File: config.mk
export PLATFORM = sky130hd
export DESIGN_NAME = rc_pwm_capture_motor_mixer
export DESIGN_NICKNAME = d
export VERILOG_FILES = /design/src/hw/rtl/rcmix_pkg.sv /design/src/hw/rtl/rcmix_sdiv.sv /design/src/hw/rtl/rcmix_smul.sv /design/src/hw/rtl/rc_pwm_capture_motor_mixer.sv
export SDC_FILE = /design/constraint.sdc
export NUM_CORES = 1
export LEC_CHECK = 0
export BUFFER_PORTS_ARGS = -buffer_cell sky130_fd_sc_hd__buf_2
export CORE_UTILIZATION = 60
export CTS_BUF_LIST = sky130_fd_sc_hd__clkbuf_4 sky130_fd_sc_hd__clkbuf_8
export DETAILED_ROUTE_END_ITERATION = 16
export PLACE_DENSITY = 0.8
export SLEW_MARGIN = 20
export SYNTH_ARGS = -nofsm -noshare
export SYNTH_HDL_FRONTEND = slang
export SYNTH_SLANG_ARGS = --single-unit
File: constraint.sdc
create_clock -name clk -period 7.55 [get_ports clk]
set_input_delay 0.3775 -clock clk [delete_from_list [all_inputs] [get_ports clk]]
set_output_delay 0.3775 -clock clk [all_outputs]
set_load 0.03 [all_outputs]
File: src/hw/rtl/rcmix_pkg.sv
// Shared types and constants for the RC capture and motor mixer block.
package rcmix_pkg;

  localparam int CFG_IDX_W  = 3;
  localparam int CFG_DATA_W = 20;

  localparam int CH_IN_W  = 2;
  localparam int TS_IN_W  = 16;
  localparam int DUTY_W   = 8;
  localparam int CENTER_W = 8;
  localparam int GAIN_W   = 16;
  localparam int OFFSET_W = 20;
  localparam int TOP_W    = 16;
  localparam int VAL_W    = 16;
  localparam int PINS_W   = 4;
  localparam int PROD_W   = GAIN_W + DUTY_W;
  localparam int SDEN_W   = 7;

  // configuration register indexes
  localparam logic [CFG_IDX_W-1:0] CFG_CENTER     = 3'd0;
  localparam logic [CFG_IDX_W-1:0] CFG_STEER_GAIN = 3'd1;
  localparam logic [CFG_IDX_W-1:0] CFG_STEER_OFFS = 3'd2;
  localparam logic [CFG_IDX_W-1:0] CFG_THR_GAIN   = 3'd3;
  localparam logic [CFG_IDX_W-1:0] CFG_THR_OFFS   = 3'd4;
  localparam logic [CFG_IDX_W-1:0] CFG_PWM_TOP    = 3'd5;

  localparam logic [CENTER_W-1:0] CENTER_RST     = 8'd74;
  localparam logic [GAIN_W-1:0]   STEER_GAIN_RST = 16'd1998;
  localparam logic [OFFSET_W-1:0] STEER_OFFS_RST = 20'd97902;
  localparam logic [GAIN_W-1:0]   THR_GAIN_RST   = 16'd3996;
  localparam logic [OFFSET_W-1:0] THR_OFFS_RST   = 20'd295704;
  localparam logic [TOP_W-1:0]    PWM_TOP_RST    = 16'd999;

  localparam logic [CH_IN_W-1:0] STEER_CH    = 2'd1;
  localparam logic [CH_IN_W-1:0] THROTTLE_CH = 2'd2;

  localparam logic [DUTY_W-1:0] DUTY_MAX  = 8'hFF;
  localparam logic [VAL_W-1:0]  VAL_MAX   = 16'hFFFF;
  localparam logic [SDEN_W-1:0] SCALE_DEN = 7'd100;

  localparam logic [PINS_W-1:0] PINS_REVERSE = 4'd5;
  localparam logic [PINS_W-1:0] PINS_STOP    = 4'd15;
  localparam logic [PINS_W-1:0] PINS_FORWARD = 4'd10;

  typedef struct packed {
    logic done;
    logic ovf;
  } div_stat_t;

endpackage

File: src/hw/rtl/rcmix_sdiv.sv
// Radix-2 restoring divider, one quotient bit per cycle, with overflow check.
module rcmix_sdiv #(
  parameter int NW = 26,
  parameter int DW = 16,
  parameter int QW = 8
) (
  input  logic                     clk,
  input  logic                     rst_n,
  input  logic                     start,
  input  logic [NW-1:0]            num,
  input  logic [DW-1:0]            den,
  output rcmix_pkg::div_stat_t     stat,
  output logic [QW-1:0]            quo
);

  localparam int SW = (NW > DW + QW) ? NW : DW + QW;
  localparam int CW = $clog2(QW + 1);

  localparam logic [1:0] PH_IDLE = 2'd0;
  localparam logic [1:0] PH_CHK  = 2'd1;
  localparam logic [1:0] PH_RUN  = 2'd2;

  logic [1:0]    phase_r, phase_nxt;
  logic [SW-1:0] rem_r, dsh_r;
  logic [QW-1:0] quo_r;
  logic [CW-1:0] cnt_r;
  logic          done_r, ovf_r;
  logic          ge;

  assign ge = (rem_r >= dsh_r);

  always_comb begin
    phase_nxt = phase_r;
    case (phase_r)
      PH_IDLE: if (start) phase_nxt = PH_CHK;
      PH_CHK:  phase_nxt = ge ? PH_IDLE : PH_RUN;
      PH_RUN:  if (cnt_r == CW'(1)) phase_nxt = PH_IDLE;
      default: phase_nxt = PH_IDLE;
    endcase
  end

  always_ff @(posedge clk) begin
    if (!rst_n) begin
      phase_r <= PH_IDLE;
      done_r  <= 1'b0;
      ovf_r   <= 1'b0;
    end else begin
      phase_r <= phase_nxt;
      done_r  <= 1'b0;
      if (phase_r == PH_CHK) begin
        ovf_r <= ge;
        if (ge) done_r <= 1'b1;
      end
      if (phase_r == PH_RUN && cnt_r == CW'(1)) done_r <= 1'b1;
    end
  end

  always_ff @(posedge clk) begin
    case (phase_r)
      PH_IDLE: begin
        if (start) begin
          rem_r <= SW'(num);
          dsh_r <= SW'(den) << QW;
          cnt_r <= CW'(QW);
        end
      end
      PH_CHK: dsh_r <= dsh_r >> 1;
      PH_RUN: begin
        if (ge) rem_r <= rem_r - dsh_r;
        quo_r <= {quo_r[QW-2:0], ge};
        dsh_r <= dsh_r >> 1;
        cnt_r <= cnt_r - CW'(1);
      end
      default: ;
    endcase
  end

  assign stat.done = done_r;
  assign stat.ovf  = ovf_r;
  assign quo       = quo_r;

endmodule

File: src/hw/rtl/rcmix_smul.sv
// Serial shift-add multiplier, one multiplier bit per cycle.
module rcmix_smul #(
  parameter int AW = 16,
  parameter int BW = 8
) (
  input  logic             clk,
  input  logic             rst_n,
  input  logic             start,
  input  logic [AW-1:0]    a,
  input  logic [BW-1:0]    b,
  output logic             done,
  output logic [AW+BW-1:0] prod
);

  localparam int PW = AW + BW;
  localparam int CW = $clog2(BW + 1);

  logic [PW-1:0] acc_r, mcand_r;
  logic [BW-1:0] mplier_r;
  logic [CW-1:0] cnt_r;
  logic          busy_r, done_r;

  always_ff @(posedge clk) begin
    if (!rst_n) begin
      busy_r <= 1'b0;
      done_r <= 1'b0;
    end else begin
      done_r <= 1'b0;
      if (!busy_r && start) begin
        busy_r <= 1'b1;
      end else if (busy_r && cnt_r == CW'(1)) begin
        busy_r <= 1'b0;
        done_r <= 1'b1;
      end
    end
  end

  always_ff @(posedge clk) begin
    if (!busy_r) begin
      if (start) begin
        acc_r    <= '0;
        mcand_r  <= PW'(a);
        mplier_r <= b;
        cnt_r    <= CW'(BW);
      end
    end else begin
      if (mplier_r[0]) acc_r <= acc_r + mcand_r;
      mcand_r  <= mcand_r << 1;
      mplier_r <= mplier_r >> 1;
      cnt_r    <= cnt_r - CW'(1);
    end
  end

  assign done = done_r;
  assign prod = acc_r;

endmodule

File: src/hw/rtl/rc_pwm_capture_motor_mixer.sv
// A rising edge, out of range channel or zero period goes straight to the output stage.
// A falling edge with a period runs the duty divide; steering/throttle adds a serial multiply
// and a divide by 100, skipped when the product is below the offset; throttle then mixes.
// One word in flight: in_stall stays high until the result is registered.
// Synchronous active-low reset holds in_stall, clears all channel state and the steer/throttle
// values, and loads the configuration registers with their defaults.
module rc_pwm_capture_motor_mixer #(
  parameter int NUM_CHANNELS = 4,
  parameter int TIMER_BITS   = 16
) (
  input  logic                                 clk,
  input  logic                                 rst_n,
  input  logic                                 cfg_we,
  input  logic [rcmix_pkg::CFG_IDX_W-1:0]      cfg_index,
  input  logic [rcmix_pkg::CFG_DATA_W-1:0]     cfg_data,
  input  logic                                 in_valid,
  output logic                                 in_stall,
  input  logic [rcmix_pkg::CH_IN_W-1:0]        in_channel,
  input  logic [rcmix_pkg::TS_IN_W-1:0]        in_timestamp,
  output logic                                 out_valid,
  input  logic                                 out_stall,
  output logic [rcmix_pkg::CH_IN_W-1:0]        out_channel_out,
  output logic                                 out_duty_valid,
  output logic [rcmix_pkg::DUTY_W-1:0]         out_duty_permille,
  output logic                                 out_drive_valid,
  output logic [rcmix_pkg::PINS_W-1:0]         out_dir_pins,
  output logic [rcmix_pkg::VAL_W-1:0]          out_compare_a,
  output logic [rcmix_pkg::VAL_W-1:0]          out_compare_b
);

  localparam int CH_W = $clog2(NUM_CHANNELS);
  localparam int DNW  = TIMER_BITS + 10;

  localparam logic [2:0] S_IDLE = 3'd0;
  localparam logic [2:0] S_EVAL = 3'd1;
  localparam logic [2:0] S_DDIV = 3'd2;
  localparam logic [2:0] S_MUL  = 3'd3;
  localparam logic [2:0] S_SDIV = 3'd4;
  localparam logic [2:0] S_MIX  = 3'd5;
  localparam logic [2:0] S_FIN  = 3'd6;

  logic [2:0] state_r, state_nxt;

  // configuration
  logic [rcmix_pkg::CENTER_W-1:0] center_r;
  logic [rcmix_pkg::GAIN_W-1:0]   steer_gain_r, thr_gain_r;
  logic [rcmix_pkg::OFFSET_W-1:0] steer_offs_r, thr_offs_r;
  logic [rcmix_pkg::TOP_W-1:0]    pwm_top_r;

  // per-channel capture state
  logic                          ef_r        [NUM_CHANNELS];
  logic [TIMER_BITS-1:0]         last_rise_r [NUM_CHANNELS];
  logic [TIMER_BITS-1:0]         this_rise_r [NUM_CHANNELS];
  logic [TIMER_BITS-1:0]         period_r    [NUM_CHANNELS];
  logic [rcmix_pkg::DUTY_W-1:0]  duty_r      [NUM_CHANNELS];
  logic [rcmix_pkg::VAL_W-1:0]   steer_val_r, thr_val_r;

  logic [rcmix_pkg::CH_IN_W-1:0] ch_r;
  logic [TIMER_BITS-1:0]         ts_r;

  // staged result
  logic                          res_dv_r, res_drv_r;
  logic [rcmix_pkg::DUTY_W-1:0]  res_duty_r;
  logic [rcmix_pkg::PINS_W-1:0]  res_pins_r;
  logic [rcmix_pkg::VAL_W-1:0]   res_ca_r, res_cb_r;

  // output register
  logic                          out_valid_r;
  logic [rcmix_pkg::CH_IN_W-1:0] out_ch_r;
  logic                          out_dv_r, out_drv_r;
  logic [rcmix_pkg::DUTY_W-1:0]  out_duty_r;
  logic [rcmix_pkg::PINS_W-1:0]  out_pins_r;
  logic [rcmix_pkg::VAL_W-1:0]   out_ca_r, out_cb_r;

  logic [CH_W-1:0]               idx;
  logic                          in_range, is_steer, is_thr, out_free;
  logic [TIMER_BITS-1:0]         rise_prd, high;
  logic [DNW-1:0]                ddiv_num;
  logic                          ddiv_start, mul_start, sdiv_start;
  rcmix_pkg::div_stat_t          ddiv_stat, sdiv_stat;
  logic [rcmix_pkg::DUTY_W-1:0]  ddiv_quo, duty_new;
  logic                          mul_done;
  logic [rcmix_pkg::GAIN_W-1:0]  mul_a;
  logic [rcmix_pkg::PROD_W-1:0]  prod, sdiv_num;
  logic [rcmix_pkg::OFFSET_W-1:0] offs;
  logic                          under;
  logic [rcmix_pkg::VAL_W-1:0]   sdiv_quo, scaled;
  logic                          store_scaled;
  logic [rcmix_pkg::VAL_W-1:0]   rev;
  logic [rcmix_pkg::DUTY_W-1:0]  steer_duty;
  logic [rcmix_pkg::PINS_W-1:0]  mix_pins;
  logic [rcmix_pkg::VAL_W-1:0]   mix_ca, mix_cb;

  assign idx      = CH_W'(ch_r);
  assign in_range = (32'(ch_r) < NUM_CHANNELS);
  assign is_steer = (ch_r == rcmix_pkg::STEER_CH);
  assign is_thr   = (ch_r == rcmix_pkg::THROTTLE_CH);
  assign out_free = !out_valid_r || !out_stall;

  assign rise_prd = (last_rise_r[idx] == '0) ? '0 : ts_r - last_rise_r[idx];
  assign high     = ts_r - this_rise_r[idx];
  // high * 1000 = high * (1024 - 16 - 8)
  assign ddiv_num = (DNW'(high) << 10) - (DNW'(high) << 4) - (DNW'(high) << 3);

  assign ddiv_start = (state_r == S_EVAL) && in_range && ef_r[idx] && (period_r[idx] != '0);
  assign duty_new   = ddiv_stat.ovf ? rcmix_pkg::DUTY_MAX : ddiv_quo;

  assign mul_start = (state_r == S_DDIV) && ddiv_stat.done && (is_steer || is_thr);
  assign mul_a     = is_thr ? thr_gain_r : steer_gain_r;

  assign offs       = is_thr ? thr_offs_r : steer_offs_r;
  assign under      = prod < rcmix_pkg::PROD_W'(offs);
  assign sdiv_num   = prod - rcmix_pkg::PROD_W'(offs);
  assign sdiv_start = (state_r == S_MUL) && mul_done && !under;

  // a negative numerator clamps to zero without dividing
  assign scaled = (state_r == S_SDIV) ?
                  (sdiv_stat.ovf ? rcmix_pkg::VAL_MAX : sdiv_quo) : '0;
  assign store_scaled = ((state_r == S_MUL) && mul_done && under) ||
                        ((state_r == S_SDIV) && sdiv_stat.done);

  assign rev        = pwm_top_r - thr_val_r;
  assign steer_duty = duty_r[CH_W'(rcmix_pkg::STEER_CH)];

  always_comb begin
    mix_pins = rcmix_pkg::PINS_FORWARD;
    mix_ca   = rev;
    mix_cb   = rev;
    if (res_duty_r < center_r) begin
      mix_pins = rcmix_pkg::PINS_REVERSE;
    end else if (res_duty_r == center_r) begin
      mix_pins = rcmix_pkg::PINS_STOP;
      mix_ca   = '0;
      mix_cb   = '0;
    end else if (steer_duty < center_r) begin
      mix_ca = pwm_top_r - steer_val_r;
    end else if (steer_duty > center_r) begin
      mix_cb = steer_val_r;
    end
  end

  always_comb begin
    state_nxt = state_r;
    case (state_r)
      S_IDLE: if (in_valid) state_nxt = S_EVAL;
      S_EVAL: state_nxt = ddiv_start ? S_DDIV : S_FIN;
      S_DDIV: if (ddiv_stat.done) state_nxt = mul_start ? S_MUL : S_FIN;
      S_MUL: begin
        if (mul_done) begin
          if (!under)      state_nxt = S_SDIV;
          else if (is_thr) state_nxt = S_MIX;
          else             state_nxt = S_FIN;
        end
      end
      S_SDIV: if (sdiv_stat.done) state_nxt = is_thr ? S_MIX : S_FIN;
      S_MIX:  state_nxt = S_FIN;
      S_FIN:  if (out_free) state_nxt = S_IDLE;
      default: state_nxt = S_IDLE;
    endcase
  end

  always_ff @(posedge clk) begin
    if (!rst_n) begin
      state_r      <= S_IDLE;
      center_r     <= rcmix_pkg::CENTER_RST;
      steer_gain_r <= rcmix_pkg::STEER_GAIN_RST;
      steer_offs_r <= rcmix_pkg::STEER_OFFS_RST;
      thr_gain_r   <= rcmix_pkg::THR_GAIN_RST;
      thr_offs_r   <= rcmix_pkg::THR_OFFS_RST;
      pwm_top_r    <= rcmix_pkg::PWM_TOP_RST;
      for (int i = 0; i < NUM_CHANNELS; i++) begin
        ef_r[i]        <= 1'b0;
        last_rise_r[i] <= '0;
        this_rise_r[i] <= '0;
        period_r[i]    <= '0;
        duty_r[i]      <= '0;
      end
      steer_val_r <= '0;
      thr_val_r   <= '0;
      out_valid_r <= 1'b0;
    end else begin
      state_r <= state_nxt;
      if (cfg_we) begin
        case (cfg_index)
          rcmix_pkg::CFG_CENTER:     center_r     <= cfg_data[rcmix_pkg::CENTER_W-1:0];
          rcmix_pkg::CFG_STEER_GAIN: steer_gain_r <= cfg_data[rcmix_pkg::GAIN_W-1:0];
          rcmix_pkg::CFG_STEER_OFFS: steer_offs_r <= cfg_data[rcmix_pkg::OFFSET_W-1:0];
          rcmix_pkg::CFG_THR_GAIN:   thr_gain_r   <= cfg_data[rcmix_pkg::GAIN_W-1:0];
          rcmix_pkg::CFG_THR_OFFS:   thr_offs_r   <= cfg_data[rcmix_pkg::OFFSET_W-1:0];
          rcmix_pkg::CFG_PWM_TOP:    pwm_top_r    <= cfg_data[rcmix_pkg::TOP_W-1:0];
          default: ;
        endcase
      end
      if (state_r == S_EVAL && in_range) begin
        if (!ef_r[idx]) begin
          period_r[idx]    <= rise_prd;
          last_rise_r[idx] <= ts_r;
          this_rise_r[idx] <= ts_r;
          ef_r[idx]        <= 1'b1;
        end else begin
          ef_r[idx] <= 1'b0;
        end
      end
      if (state_r == S_DDIV && ddiv_stat.done) duty_r[idx] <= duty_new;
      if (store_scaled) begin
        if (is_thr) thr_val_r   <= scaled;
        else        steer_val_r <= scaled;
      end
      if (state_r == S_FIN && out_free) out_valid_r <= 1'b1;
      else if (!out_stall)              out_valid_r <= 1'b0;
    end
  end

  always_ff @(posedge clk) begin
    if (state_r == S_IDLE && in_valid) begin
      ch_r <= in_channel;
      ts_r <= TIMER_BITS'(in_timestamp);
    end
    case (state_r)
      S_EVAL: begin
        res_dv_r   <= 1'b0;
        res_drv_r  <= 1'b0;
        res_duty_r <= '0;
        res_pins_r <= '0;
        res_ca_r   <= '0;
        res_cb_r   <= '0;
      end
      S_DDIV: begin
        if (ddiv_stat.done) begin
          res_dv_r   <= 1'b1;
          res_duty_r <= duty_new;
        end
      end
      S_MIX: begin
        res_drv_r  <= 1'b1;
        res_pins_r <= mix_pins;
        res_ca_r   <= mix_ca;
        res_cb_r   <= mix_cb;
      end
      S_FIN: begin
        if (out_free) begin
          out_ch_r   <= ch_r;
          out_dv_r   <= res_dv_r;
          out_duty_r <= res_duty_r;
          out_drv_r  <= res_drv_r;
          out_pins_r <= res_pins_r;
          out_ca_r   <= res_ca_r;
          out_cb_r   <= res_cb_r;
        end
      end
      default: ;
    endcase
  end

  rcmix_sdiv #(
    .NW (DNW),
    .DW (TIMER_BITS),
    .QW (rcmix_pkg::DUTY_W)
  ) u_duty_div (
    .clk   (clk),
    .rst_n (rst_n),
    .start (ddiv_start),
    .num   (ddiv_num),
    .den   (period_r[idx]),
    .stat  (ddiv_stat),
    .quo   (ddiv_quo)
  );

  rcmix_smul #(
    .AW (rcmix_pkg::GAIN_W),
    .BW (rcmix_pkg::DUTY_W)
  ) u_scale_mul (
    .clk   (clk),
    .rst_n (rst_n),
    .start (mul_start),
    .a     (mul_a),
    .b     (duty_new),
    .done  (mul_done),
    .prod  (prod)
  );

  rcmix_sdiv #(
    .NW (rcmix_pkg::PROD_W),
    .DW (rcmix_pkg::SDEN_W),
    .QW (rcmix_pkg::VAL_W)
  ) u_scale_div (
    .clk   (clk),
    .rst_n (rst_n),
    .start (sdiv_start),
    .num   (sdiv_num),
    .den   (rcmix_pkg::SCALE_DEN),
    .stat  (sdiv_stat),
    .quo   (sdiv_quo)
  );

  assign in_stall          = (state_r != S_IDLE) || !rst_n;
  assign out_valid         = out_valid_r;
  assign out_channel_out   = out_ch_r;
  assign out_duty_valid    = out_dv_r;
  assign out_duty_permille = out_duty_r;
  assign out_drive_valid   = out_drv_r;
  assign out_dir_pins      = out_pins_r;
  assign out_compare_a     = out_ca_r;
  assign out_compare_b     = out_cb_r;

  a_div_done_state: assert property (@(posedge clk) disable iff (!rst_n)
    (ddiv_stat.done || sdiv_stat.done) |-> (state_r == S_DDIV || state_r == S_SDIV))
    else $error("divider finished outside a wait state");

  a_drive_needs_duty: assert property (@(posedge clk) disable iff (!rst_n)
    (out_valid && out_drive_valid) |->
      (out_duty_valid && out_channel_out == rcmix_pkg::THROTTLE_CH))
    else $error("drive update without a throttle duty");

  a_duty_zero: assert property (@(posedge clk) disable iff (!rst_n)
    (out_valid && !out_duty_valid) |-> (out_duty_permille == '0 && !out_drive_valid))
    else $error("stale duty on a word without a duty");

  a_accept_eval: assert property (@(posedge clk) disable iff (!rst_n)
    (in_valid && !in_stall) |=> (state_r == S_EVAL))
    else $error("accepted word not evaluated");

endmodule

==> summary.md <==
| Metric | Value |
|---|---|
| Leakage power | 13.61 nW |
| Top FF cell, synth | edfxtp_1 |
| Leading area contributor after synthesis | edfxtp_1 |
| Crit path top cell by count | a21oi_1 |
| Worst setup EP type | flop |
| Count of different cell masters after synthesis | just under 90 |
| Die Ht | 232.2 um |
| Maximum root-to-sink buffer count | 3 |
| Reg2Reg Capture Point | u_duty_div.rem_r[24] |
| Final WL | 76,110 um |
| RSZ-0062 raised after global routing | false |
| Register-to-Register Setup Slack | 1.12 ns |
| Clock Latency Late Sink | 0.73 ns |
| CP Class | reg -> reg |
| TNS Setup | 0 ns |
| Peak supply drop | 1.064 mV |
| Crit Path Max Fanout | 20 |
| CTS tree | built |
| CTS Hold Buffers Added | 31 |
| Area growth, synth to finish | 10.72% |
| # DRC | 0 |
| Worst stage delay on the critical path | 0.79 ns |
| Clock sinks | 584 |
| Worst setup path endpoint | u_duty_div.rem_r[24] |
| Vias in the first global route | 23,170 |
| H-tree levels | 3 |
| Cell family with most CP delay | compound AO/OA/AOI/OAI gates |
| Hold Fails Final Rpt | 0 |
| CP Depth | 22 |
| Total power | 15.80 mW |
| DR WL/cell | 19.26 um |
| Max cap viols | 0 |
| Post-Syn Nets | 3,323 |
| Grt ovf | 0 |
| Antenna viol nets, final | 0 |
| TritonCTS Buffers | 96 |
| Num rows | 83 |
| Max stage delay cell, worst path | dfxtp_2 |
| Crit-path cells | mux4_2 -> inv_1 -> ha_1 -> o21ai_1 -> a21oi_1 -> o41a_1 -> a21oi_1 -> o21bai_1 -> a21oi_1 -> xor2_1 -> xnor2_1 -> ha_1 -> a21o_1 -> ha_1 -> a21oi_1 -> o21ai_0 -> or3_1 -> o21bai_1 -> o211ai_1 -> a2111oi_2 -> xnor2_1 -> mux2i_1 |
| Nets | about 3,400 |
| Setup Skew | between 0.04 and 0.05 ns |
| Maximum achievable frequency | 155.6 MHz |
| Final setup fails | 0 |
| Number of synthesized flops with an enable pin | roughly 440 |
| Top cells by area, synth | edfxtp_1 41%, dfxtp_1 9.4%, ha_1 7.8% |
| Mapped cell area | 31,790 um2 |
| Post-route clock period utilization | between 80 and 90% |
| Worst hold margin | 0.05241 ns |
| Critical path arrival | 6.86 ns |
| CTS resizes | 0 |
| Post-layout util | between 60 and 70% |
| Port bufs | 95 |
| GP Congestion | 0.9803 |
| Mean Syn Cell Area | just over 10 um2 |
| Core area | 51,820 um2 |
| Fill cells | 3,754 |
| CTS Root Buffer Type | clkbuf_8 |
| Pin count of the biggest net entering global routing | 103 |
| Die X-Extent | 232.2 um |
| Hold Path Depth | 3 |
| Outcome | finished, final reports clean |
| Fraction of registers with async set/reset | 0% |
| R2R depth | 22 |
| Finished layout cell area | 35,200 um2 |
| # IOs | 96 |
| Die area | 53,910 um2 |
| WP buf/inv | 1 |
| Area share of the largest cell type after synthesis | 41.09% |
| Pwr Density | around 450 nW/um2 |
| Seq/Total Area, Yosys | about half |
| Setup repair bufs after CTS | 0 |
| Final slew viol count | 0 |
| Worst slew pin tran | between 1 and 1.5 ns |
| Initial DRC count | 2,241 |
| Req. time, crit path | 7.98 ns |
| First-pass GRT wire length | approximately 120,000 um |
| #FFs+latches synth | just under 600 |
| Via density | 6.012 |
| Slew margin rel. | 24.11% |
| Initial Utilization | 61.35% |
| Clock transition at the registers of the reported paths | 0.06 ns |
| Layout cells sized above 1 | 11.83% |
| Yosys warnings | 0 |
| DR vias | roughly 24,000 |
| First-pass detailed-route iteration total | 6 |
| Startpoint types | flop |
| Hold WC Path Type | in -> reg |
| Placed cell area | 32,840 um2 |
| Final min period | 6.427 ns |
| DP Wirelength | 53,550 um |
| GRT Total Usage | ~28% |
| Initial antenna violation count | 1 |
| Post-Synthesis Cells | approximately 3,100 |
[through the flow]
stage,worst slack (ns),std cells
6_report,1.123,3951
5_1_grt,0.7155,3951
4_1_cts,1.147,3949
3_5_place_dp,1.172,3736
3_3_place_gp,1.450,3736
2_1_floorplan,1.077,3068
[synth_stat cells, types with 8 or more instances]
cell type / number
a211oi_1: 20
a21boi_0: 58
a21o_1: 52
a21oi_1: 146
a22oi_1: 24
a31oi_1: 18
and2_1: 45
and3_1: 16
buf_2: 9
clkbuf_1: 109
dfxtp_1: 149
edfxtp_1: 435
fa_1: 10
ha_1: 199
inv_1: 220
mux2i_1: 81
mux4_2: 33
nand2_1: 403
nand2b_1: 31
nand3_1: 83
nand4_1: 23
nor2_1: 280
nor2b_1: 33
nor3_1: 41
nor3b_1: 8
nor4_1: 16
o211ai_1: 20
o21a_1: 28
o21ai_0: 134
o21ai_1: 10
o21bai_1: 15
o31ai_1: 25
or2_2: 15
or3_1: 18
xnor2_1: 83
xor2_1: 58
[state kept, by name (all words and copies together), names as in the netlist, 20 cells and up, named ones only]
name,count
period_r,64
this_rise_r,48
u_duty_div.rem_r,26
u_duty_div.dsh_r,24
u_scale_div.rem_r,24
u_scale_mul.mcand_r,24
u_scale_mul.prod,24
u_scale_div.dsh_r,23
steer_offs_r,20
thr_offs_r,20
[power breakdown]
group | switching [mW] | internal (mW) | leakage (nW)
sequential | 0.152 | 4.12 | 5.36
clock | 1.31 | 1.58 | 1.09
combinational | 5.22 | 3.42 | 7.17
total | 6.68 | 9.12 | 13.6
[routing by layer]
layer | global-route usage, % | up-vias | wire length (um)
li1 | - | 11210 | -
met1 | 36.15 | 11400 | 31390
met2 | 47.63 | 969 | 37050
met3 | 4.568 | 178 | 5117
met4 | 10.90 | 0 | 2547
met5 | 0 | - | 0
[cell type report]
cell class,instances,area [um2],share of cell area [%]
Clock buffer,151,1815,5.158
Inverter,222,833.3,2.367
Sequential cell,584,16050,45.59
Timing Repair Buffer,147,953.4,2.709
Antenna cell,1,2.502,0.007109
Tap cell,680,850.8,2.417
Multi-Input combinational cell,2135,14480,41.14
Clock inverter,31,215.2,0.6114
[tightest hold or removal path: stages]
cell	delay, ns
buf_2	0.17
nand2_1	0.08
nand3_1	0.06
[how the worst min path moves through the flow]
stage,startpoint,to
after floorplan,res_ca_r[0],out_compare_a[0]
after global placement,res_ca_r[10],out_compare_a[10]
after detailed placement,res_ca_r[7],out_compare_a[7]
after CTS,cfg_data[4],thr_offs_r[4]
after global routing,cfg_data[2],center_r[2]
final,cfg_data[4],thr_offs_r[4]
[cell usage in the layout, fill, tap and decap left out, types with 58 or more instances in the layout]
| cell | instances |
|---|---|
| edfxtp_1 | 435 |
| nand2_1 | 400 |
| nor2_1 | 276 |
| inv_1 | 219 |
| ha_1 | 197 |
| dfxtp_1 | 147 |
| a21oi_1 | 145 |
| o21ai_0 | 131 |
| clkbuf_8 | 109 |
| buf_2 | 94 |
| nand3_1 | 83 |
| xnor2_1 | 83 |
| mux2i_1 | 81 |
| xor2_1 | 58 |
| a21boi_0 | 58 |
[cell families (layout without fill, tap and decap cells)]
family          count (synthesis)  count (layout)  synth area share, %
other cells                     0               1                    0
simple gates                 1040            1040                14.91
compound gates                625             625                12.90
xor+xnor                      142             142                3.936
buf+inv                       349             551                4.262
mux                           119             119                5.065
flops                         584             584                50.47
fa+ha+maj                     209             209                8.462
No activity file was read; power rests on OpenSTA's default activity.
